==> config.mk <==
export PLATFORM = sky130hd
export DESIGN_NAME = base32_stream_encoder_unit
export DESIGN_NICKNAME = d
export VERILOG_FILES = /design/src/rtl/b32e_pkg.sv /design/src/rtl/b32e_front.sv /design/src/rtl/b32e_queue.sv /design/src/rtl/b32e_back.sv /design/src/rtl/base32_stream_encoder_unit.sv
export VERILOG_INCLUDE_DIRS = /design/src /design/src/rtl
export SDC_FILE = /design/constraint.sdc
export NUM_CORES = 1
export LEC_CHECK = 0
export ABC_AREA = 0
export BUFFER_PORTS_ARGS = -buffer_cell sky130_fd_sc_hd__buf_2
export CAP_MARGIN = 40
export CORE_UTILIZATION = 55
export CTS_BUF_LIST = sky130_fd_sc_hd__clkbuf_16
export DETAILED_ROUTE_END_ITERATION = 7
export PLACE_DENSITY = 0.79
export SYNTH_ARGS = -nofsm -noshare
export SYNTH_HDL_FRONTEND = slang
export SYNTH_SLANG_ARGS = --single-unit
==> constraint.sdc <==
create_clock -name clk -period 4.1 [get_ports clk]
set_input_delay 0.615 -clock clk [delete_from_list [all_inputs] [get_ports clk]]
set_output_delay 0.615 -clock clk [all_outputs]
set_load 0.01 [all_outputs]
==> src/rtl/base32_stream_encoder_unit_assert.svh <==
// assertion macros shared by the encoder modules
// each expects clk and arst_n in scope
`ifndef BASE32_STREAM_ENCODER_UNIT_ASSERT_SVH
`define BASE32_STREAM_ENCODER_UNIT_ASSERT_SVH

// same-cycle implication
`define B32E_ASSERT_IMP(lbl, ante, cons) \
	lbl: assert property (@(posedge clk) disable iff (!arst_n) (ante) |-> (cons)) \
		else $error("encoder assertion failed");

// next-cycle implication
`define B32E_ASSERT_NXT(lbl, ante, cons) \
	lbl: assert property (@(posedge clk) disable iff (!arst_n) (ante) |=> (cons)) \
		else $error("encoder assertion failed");

`endif

==> src/rtl/b32e_pkg.sv <==
package b32e_pkg;

	localparam logic [6:0] CHAR_PAD = 7'h3D;
	localparam logic [6:0] CHAR_CR  = 7'h0D;
	localparam logic [6:0] CHAR_LF  = 7'h0A;
	localparam logic [7:0] GPL_RESET = 8'd9;
	localparam logic [0:0] REG_GPL = 1'b0;

	// one request as seen by the back end
	typedef struct packed {
		logic [4:0] sym_a;
		logic [4:0] sym_b;
		logic       two_sym;
		logic       crlf;
		logic       flush;
		logic [4:0] flush_sym;
		logic [3:0] total;
	} desc_t;

	typedef enum logic [2:0] {
		PH_0 = 3'd0,
		PH_1 = 3'd1,
		PH_2 = 3'd2,
		PH_3 = 3'd3,
		PH_4 = 3'd4
	} phase_t;

	// symbol index to ascii, A-Z then 2-7
	function automatic logic [6:0] sym_char(input logic [4:0] v);
		logic [6:0] r;
		if (v < 5'd26) begin
			r = 7'h41 + {2'b00, v};
		end else begin
			r = 7'h18 + {2'b00, v};
		end
		return r;
	endfunction

	// pad characters after the flush symbol, by phase left behind
	function automatic logic [2:0] pad_len(input phase_t ph);
		logic [2:0] r;
		case (ph)
			PH_1:    r = 3'd6;
			PH_2:    r = 3'd4;
			PH_3:    r = 3'd3;
			PH_4:    r = 3'd1;
			default: r = 3'd0;
		endcase
		return r;
	endfunction

endpackage

==> src/rtl/b32e_front.sv <==
module b32e_front (
	input  logic             clk,
	input  logic             arst_n,
	input  logic             accept,
	input  logic [7:0]       data_byte,
	input  logic             final_byte,
	input  logic [7:0]       groups_per_line,
	output b32e_pkg::desc_t  desc
);

	b32e_pkg::phase_t phase_q, phase_nx, phase_pre;
	logic [4:0] carry_q, carry_nx, carry_pre;
	logic [7:0] count_q, count_nx, count_inc;
	logic [3:0] tot;
	logic [2:0] pads;

	function automatic logic [2:0] pad_len_sel(input logic f, input b32e_pkg::phase_t ph);
		return f ? b32e_pkg::pad_len(ph) : 3'd0;
	endfunction

	always_comb begin
		desc = '0;
		phase_pre = b32e_pkg::PH_0;
		carry_pre = '0;
		count_inc = (count_q == 8'hFF) ? count_q : count_q + 8'd1;
		count_nx = count_q;
		case (phase_q)
			b32e_pkg::PH_0: begin
				desc.sym_a = data_byte[7:3];
				carry_pre = {data_byte[2:0], 2'b00};
				phase_pre = b32e_pkg::PH_1;
			end
			b32e_pkg::PH_1: begin
				desc.sym_a = {carry_q[4:2], data_byte[7:6]};
				desc.sym_b = data_byte[5:1];
				desc.two_sym = 1'b1;
				carry_pre = {data_byte[0], 4'b0000};
				phase_pre = b32e_pkg::PH_2;
			end
			b32e_pkg::PH_2: begin
				desc.sym_a = {carry_q[4], data_byte[7:4]};
				carry_pre = {data_byte[3:0], 1'b0};
				phase_pre = b32e_pkg::PH_3;
			end
			b32e_pkg::PH_3: begin
				desc.sym_a = {carry_q[4:1], data_byte[7]};
				desc.sym_b = data_byte[6:2];
				desc.two_sym = 1'b1;
				carry_pre = {data_byte[1:0], 3'b000};
				phase_pre = b32e_pkg::PH_4;
			end
			default: begin
				desc.sym_a = {carry_q[4:3], data_byte[7:5]};
				desc.sym_b = data_byte[4:0];
				desc.two_sym = 1'b1;
				desc.crlf = (count_inc >= groups_per_line) && !final_byte;
				count_nx = desc.crlf ? 8'd0 : count_inc;
			end
		endcase
		desc.flush = final_byte && (phase_pre != b32e_pkg::PH_0);
		desc.flush_sym = carry_pre;
		pads = pad_len_sel(desc.flush, phase_pre);
		tot = desc.two_sym ? 4'd2 : 4'd1;
		if (desc.crlf) begin
			tot = tot + 4'd2;
		end
		if (desc.flush) begin
			tot = tot + 4'd1 + {1'b0, pads};
		end
		desc.total = tot;
		if (final_byte) begin
			phase_nx = b32e_pkg::PH_0;
			carry_nx = '0;
			count_nx = '0;
		end else begin
			phase_nx = phase_pre;
			carry_nx = carry_pre;
		end
	end

	always_ff @(posedge clk or negedge arst_n) begin
		if (!arst_n) begin
			phase_q <= b32e_pkg::PH_0;
			carry_q <= '0;
			count_q <= '0;
		end else if (accept) begin
			phase_q <= phase_nx;
			carry_q <= carry_nx;
			count_q <= count_nx;
		end
	end

	`include "base32_stream_encoder_unit_assert.svh"
	`B32E_ASSERT_NXT(a_final_restarts, accept && final_byte, phase_q == b32e_pkg::PH_0)

endmodule

==> src/rtl/b32e_queue.sv <==
module b32e_queue (
	input  logic            clk,
	input  logic            arst_n,
	input  logic            push,
	input  b32e_pkg::desc_t push_data,
	output logic            full,
	input  logic            pop,
	output logic            valid,
	output b32e_pkg::desc_t pop_data
);

	b32e_pkg::desc_t mem [2];
	logic wr_q, rd_q;
	logic [1:0] count_q;

	assign full = (count_q == 2'd2);
	assign valid = (count_q != 2'd0);
	assign pop_data = mem[rd_q];

	always_ff @(posedge clk) begin
		if (push) begin
			mem[wr_q] <= push_data;
		end
	end

	always_ff @(posedge clk or negedge arst_n) begin
		if (!arst_n) begin
			wr_q <= 1'b0;
			rd_q <= 1'b0;
			count_q <= '0;
		end else begin
			if (push) begin
				wr_q <= ~wr_q;
			end
			if (pop) begin
				rd_q <= ~rd_q;
			end
			case ({push, pop})
				2'b10:   count_q <= count_q + 2'd1;
				2'b01:   count_q <= count_q - 2'd1;
				default: count_q <= count_q;
			endcase
		end
	end

	`include "base32_stream_encoder_unit_assert.svh"
	`B32E_ASSERT_IMP(a_no_overflow, push, count_q != 2'd2)
	`B32E_ASSERT_IMP(a_no_underflow, pop, count_q != 2'd0)

endmodule

==> src/rtl/b32e_back.sv <==
module b32e_back (
	input  logic            clk,
	input  logic            arst_n,
	input  logic            q_valid,
	input  b32e_pkg::desc_t q_data,
	output logic            q_pop,
	output logic            out_valid,
	input  logic            out_ready,
	output logic [6:0]      out_char,
	output logic            out_last
);

	b32e_pkg::desc_t cur_q;
	logic cur_valid_q;
	logic [2:0] idx_q;
	logic [6:0] char_q;
	logic valid_q, last_q;
	logic adv, cur_last;
	logic [2:0] base, rel;
	logic [6:0] ch;

	assign adv = !valid_q || out_ready;
	assign cur_last = cur_valid_q && (({1'b0, idx_q} + 4'd1) == cur_q.total);
	assign q_pop = q_valid && (!cur_valid_q || (adv && cur_last));

	always_comb begin
		base = cur_q.two_sym ? 3'd2 : 3'd1;
		rel = idx_q - base;
		if (idx_q == 3'd0) begin
			ch = b32e_pkg::sym_char(cur_q.sym_a);
		end else if (idx_q == 3'd1 && cur_q.two_sym) begin
			ch = b32e_pkg::sym_char(cur_q.sym_b);
		end else if (cur_q.crlf) begin
			ch = (rel == 3'd0) ? b32e_pkg::CHAR_CR : b32e_pkg::CHAR_LF;
		end else begin
			ch = (rel == 3'd0) ? b32e_pkg::sym_char(cur_q.flush_sym) : b32e_pkg::CHAR_PAD;
		end
	end

	always_ff @(posedge clk) begin
		if (adv && cur_valid_q) begin
			char_q <= ch;
			last_q <= cur_last;
		end
		if (q_pop) begin
			cur_q <= q_data;
		end
	end

	always_ff @(posedge clk or negedge arst_n) begin
		if (!arst_n) begin
			valid_q <= 1'b0;
			cur_valid_q <= 1'b0;
			idx_q <= '0;
		end else begin
			if (adv) begin
				valid_q <= cur_valid_q;
			end
			if (q_pop) begin
				cur_valid_q <= 1'b1;
				idx_q <= '0;
			end else if (adv && cur_valid_q) begin
				if (cur_last) begin
					cur_valid_q <= 1'b0;
				end else begin
					idx_q <= idx_q + 3'd1;
				end
			end
		end
	end

	assign out_valid = valid_q;
	assign out_char = char_q;
	assign out_last = last_q;

	`include "base32_stream_encoder_unit_assert.svh"
	`B32E_ASSERT_IMP(a_idx_in_range, cur_valid_q, {1'b0, idx_q} < cur_q.total)

endmodule

==> src/rtl/base32_stream_encoder_unit.sv <==
// channel   dir   payload                               accepted when
// s_*       in    tdata data_byte, tlast final_byte     s_tvalid & s_tready
// m_*       out   tdata out_char, tlast last_of_run     m_tvalid & m_tready
// apb       in    groups_per_line at address 0          psel & penable & pwrite
//
// each byte produces one to eight characters, one per cycle on the output
// register, which holds a single character, while the receiver is ready
// input bytes are taken every cycle while the two-entry request queue has room
// asynchronous active-low reset clears phase, carry, line count and the queue;
// groups_per_line returns to 9
// a stalled output holds its character; the front keeps filling the queue
module base32_stream_encoder_unit (
	input  logic        clk,
	input  logic        arst_n,
	// slave stream
	input  logic        s_tvalid,
	output logic        s_tready,
	input  logic [7:0]  s_tdata,   // [7:0] data_byte
	input  logic        s_tlast,   // final_byte
	// master stream
	output logic        m_tvalid,
	input  logic        m_tready,
	output logic [7:0]  m_tdata,   // [6:0] out_char, [7] zero
	output logic        m_tlast,   // last_of_run
	// apb configuration
	input  logic        psel,
	input  logic        penable,
	input  logic        pwrite,
	input  logic [2:0]  paddr,
	input  logic [31:0] pwdata,
	output logic [31:0] prdata,
	output logic        pready
);

	logic [7:0] gpl_q;
	logic accept, q_full, q_valid, q_pop;
	b32e_pkg::desc_t f_desc, q_desc;
	logic [6:0] char_out;

	// register file: a single byte, word index in paddr[2]
	assign pready = 1'b1;
	assign prdata = (paddr[2] == b32e_pkg::REG_GPL) ? {24'd0, gpl_q} : 32'd0;

	always_ff @(posedge clk or negedge arst_n) begin
		if (!arst_n) begin
			gpl_q <= b32e_pkg::GPL_RESET;
		end else if (psel && penable && pwrite && pready && paddr[2] == b32e_pkg::REG_GPL) begin
			gpl_q <= pwdata[7:0];
		end
	end

	// front end takes a byte whenever the queue has a free slot
	assign s_tready = !q_full;
	assign accept = s_tvalid && s_tready;

	b32e_front u_front (
		.clk             (clk),
		.arst_n          (arst_n),
		.accept          (accept),
		.data_byte       (s_tdata),
		.final_byte      (s_tlast),
		.groups_per_line (gpl_q),
		.desc            (f_desc)
	);

	// request queue decoupling classification from character output
	b32e_queue u_queue (
		.clk       (clk),
		.arst_n    (arst_n),
		.push      (accept),
		.push_data (f_desc),
		.full      (q_full),
		.pop       (q_pop),
		.valid     (q_valid),
		.pop_data  (q_desc)
	);

	// back end walks each request one character at a time
	b32e_back u_back (
		.clk       (clk),
		.arst_n    (arst_n),
		.q_valid   (q_valid),
		.q_data    (q_desc),
		.q_pop     (q_pop),
		.out_valid (m_tvalid),
		.out_ready (m_tready),
		.out_char  (char_out),
		.out_last  (m_tlast)
	);

	assign m_tdata = {1'b0, char_out};

endmodule

==> results.cfg <==
[outcome]
status = finished clean

[global_routing]
grt_overflow = 0
gr-usage-met3_pct = 3.52
grt_max_degree = 33
use_met1_pct = 24.2
grt.busiest_layer = met2
grt_pass1_wl_mm = 15.4
met2_usage_pct = 34.1
grt_antenna_before_repair = 0
grt.total_usage_pct = 19.6
grt_pass1_vias = 3357

[floorplan]
fp.dieH_um = 101
rows = 35
die_x_um = 101
die_area_um2 = 10300
core_um2 = 9420
start_util_pct = 57.7
io_pins = 95

[clock_tree]
cts_tree = yes
cts.path.max_buffers = 2
cts-buffers-inserted = 9
cts.clk_slew.worst_paths_ns = 0.07
cts_root_buf = clkbuf_16
clk_latency_ns = 0.34
clock-sinks = 100
htree_levels = 3

[critical_path]
worstPathRequired_ns = 4.19
path_cells = ha_1 > and3_1 > and2_2 > xnor2_1 > ha_1 > nand2b_1 > a2111o_1 > a21oi_4 > nor2_1 > ha_1 > fa_1 > mux2_2
startpoint_type = register
cp-end-kind = register
worstPathArrival_ns = 4.01
crit_fanout = 7
critical_path.top_delay_family = adder cells
criticalPathCategory = register to register
cpPeakStageDelay_ns = 0.47
crit_path_frequent_cell = ha_1
crit_buf_inv = 0
slowest_stage = fa_1

[power_and_ir_drop]
switchingPower_mw = 1.22
cellPowerDensity_nw_per_um2 = 640
pwr-share-seq_pct = 44.7
peakVddDrop_mv = 0.333
switching_share_pct = 32.1
p_leak_nw = 2.48
power.internal_mw = 2.59
pwr-share-comb_pct = 31.6
clock_power_share_pct = 23.6

[detailed_routing]
num_vias = 3489
first_iter_violations = 140
firstDrtPassIters = 4
drt-total-wl_mm = 9.20
vias_per_cell = 5.48
wl_per_cell_um = 14.4
drc = 0
postRouteAntennaNets = 0

[sta]
drv_slew = 0
fmax_mhz = 255
hold_viol = 0
min_period_over_period_pct = 95.6
setup-violations-final = 0
rsz0062_at_grt = false
fin_tns_setup_ns = 0
relSlewSlack_pct = 42.7
fin_crit_ns = 3.92
skew_ns = 0.00931
tightest_slew_ns = 0.859

[synth]
syn_avg_cell_area_um2 = 11.7
syn_area_um2 = 5430
synth_top_cell_by_area = edfxtp_1
ys_seq_elements = 100
synth_edf_count = 68
post-synth-top-count-cell = edfxtp_1
syn_inst = 466
synthTopCellsByCount = 68 x edfxtp_1, 38 x nor2_1, 34 x mux2_2
synth_ff_type = edfxtp_1
yosys.area.top_type_share_pct = 37.6
synthTopCellsByArea = edfxtp_1 38%, dfrtp_1 14%, mux2_2 7.0%
seq_area_frac_synth_pct = 52.4
yosysWarningCount = 0
synthArstFlopShare_pct = 32.0
ys_types = 57

[final_layout]
area_growth_pct = 9.86
diodes = 0
fin_cells = 637
drive_gt1_share_pct = 21.7
nNetsFinal = 582

[worst_hold_path]
worst_hold_path_type = input pin to async pin

[place]
globalplace.congestion = 0.868
place_inst = 621
place_hpwl_mm = 6.33
portBuffers = 42

[flow_run]
drv_cap = 0
[registers in the layout, indices dropped and copies added (netlist names), 3 cells and up]
name,count
u_front.carry_q,4
u_front.phase_q,3
u_back.idx_q,3
u_queue.mem,40
u_back.out_char,7
u_back.cur_q,20
gpl_q,8
u_front.count_q,8
[per-layer routing]
layer  wire length [um]  share of wire (%)
met1               4100                 45
met2               4630                 50
met3                330                3.6
met4                144                1.6
met5                  0                  0
[final timing paths]
kind	startpoint	end	slack (ns)	cells past startpoint
worst max-delay path	u_front.count_q[0]$_DFFE_PN0P_	u_queue.mem[1][1]$_DFFE_PP_	0.18	12
min in group clk	pwdata[7]	gpl_q[7]$_DFFE_PN0P_	0.50	2
max in group asynchronous	arst_n	gpl_q[1]$_DFFE_PN0P_	3.32	1
worst max register to register	u_front.count_q[0]$_DFFE_PN0P_	u_queue.mem[1][1]$_DFFE_PP_	0.18	12
worst min register to register	gpl_q[6]$_DFFE_PN0P_	gpl_q[6]$_DFFE_PN0P_	0.51	1
worst min-delay path	arst_n	gpl_q[6]$_DFFE_PN0P_	0.32	1
[layout by cell type, fill, tap and decap left out, types with 4 or more instances in the layout]
| cell | netlist | final |
|---|---|---|
| inv_1 | 24 | 24 |
| o21ai_0 | 13 | 13 |
| nand2_1 | 32 | 32 |
| mux2i_1 | 7 | 7 |
| nand4_1 | 4 | 4 |
| a21oi_1 | 11 | 11 |
| a22o_1 | 9 | 9 |
| buf_2 | 3 | 42 |
| nor2_1 | 38 | 38 |
| a31oi_1 | 6 | 6 |
| o211ai_1 | 5 | 5 |
| a21o_1 | 7 | 7 |
| ha_1 | 27 | 27 |
| conb_1 | 2 | 26 |
| edfxtp_1 | 68 | 68 |
| xor2_1 | 6 | 6 |
| nor3_1 | 4 | 4 |
| nand2b_1 | 7 | 7 |
| and3_1 | 6 | 6 |
| xnor2_1 | 14 | 14 |
| dfrtp_1 | 30 | 30 |
| or2_2 | 4 | 4 |
| nand3_1 | 11 | 11 |
| mux2_2 | 34 | 34 |
| clkbuf_16 | 0 | 9 |
| nor2b_1 | 5 | 5 |
[power groups by stage]
stage	sequential (mW)	clock [mW]	combinational, mW
6_report	1.71	0.901	1.21
5_1_grt	1.75	0.947	1.34
4_1_cts	1.71	0.914	1.21
3_5_place_dp	1.72	0	1.19
3_3_place_gp	1.71	0	1.15
2_1_floorplan	1.62	0	1.03
[worst reg2reg max path, cell delays in order, from the launching register on]
cell,delay [ns]
dfrtp_1,0.43
ha_1,0.27
and3_1,0.24
and2_2,0.23
xnor2_1,0.19
ha_1,0.26
nand2b_1,0.14
a2111o_1,0.44
a21oi_4,0.24
nor2_1,0.11
ha_1,0.36
fa_1,0.47
mux2_2,0.28
[per-stage QoR]
| stage | area (um2) | utilization, % | power (mW) | hold WS (ns) | setup slack, ns |
|---|---|---|---|---|---|
| 2_1_floorplan | 5520 | - | 2.65 | 0.319 | 0.532 |
| 3_3_place_gp | 5640 | 59.9 | 2.85 | 0.483 | 0.313 |
| 3_5_place_dp | 5640 | 59.9 | 2.91 | 0.492 | 0.216 |
| 4_1_cts | 5970 | 63.4 | 3.84 | 0.337 | 0.162 |
| 5_1_grt | 5970 | 63.4 | 4.03 | 0.379 | 0.0230 |
| 6_report | 5970 | 63.4 | 3.82 | 0.321 | 0.179 |
[layout make-up]
| class | count | area, um2 |
|---|---|---|
| inverter | 25 | 93.8 |
| fill | 711 | 3450 |
| clock buffer | 9 | 225 |
| timing repair buffer | 45 | 233 |
| sequential | 100 | 2850 |
| tap | 129 | 161 |
| clock inverter | 7 | 98.8 |
| multi-input combinational | 322 | 2310 |
[cells by family after synthesis]
| logic type | count (synthesis) | synth area share (%) |
|---|---|---|
| adder cells (fa/ha/maj) | 28 | 6.59 |
| XOR/XNOR | 20 | 3.22 |
| multiplexers | 44 | 9.58 |
| AO/OA/AOI/OAI | 82 | 10.6 |
| other | 2 | 0.138 |
| buffers and inverters | 68 | 6.77 |
| flip-flops | 100 | 52.4 |
| AND/OR/NAND/NOR | 122 | 10.7 |
[timing repair]
item                                   4_1_cts  5_1_grt
buffers inserted                             0        0
setup endpoints to repair                    0        4
endpoints found under the hold margin        0        0
resized for setup                            0        1
hold buffers                                 0        0
Power figures use the tool's default switching activity.
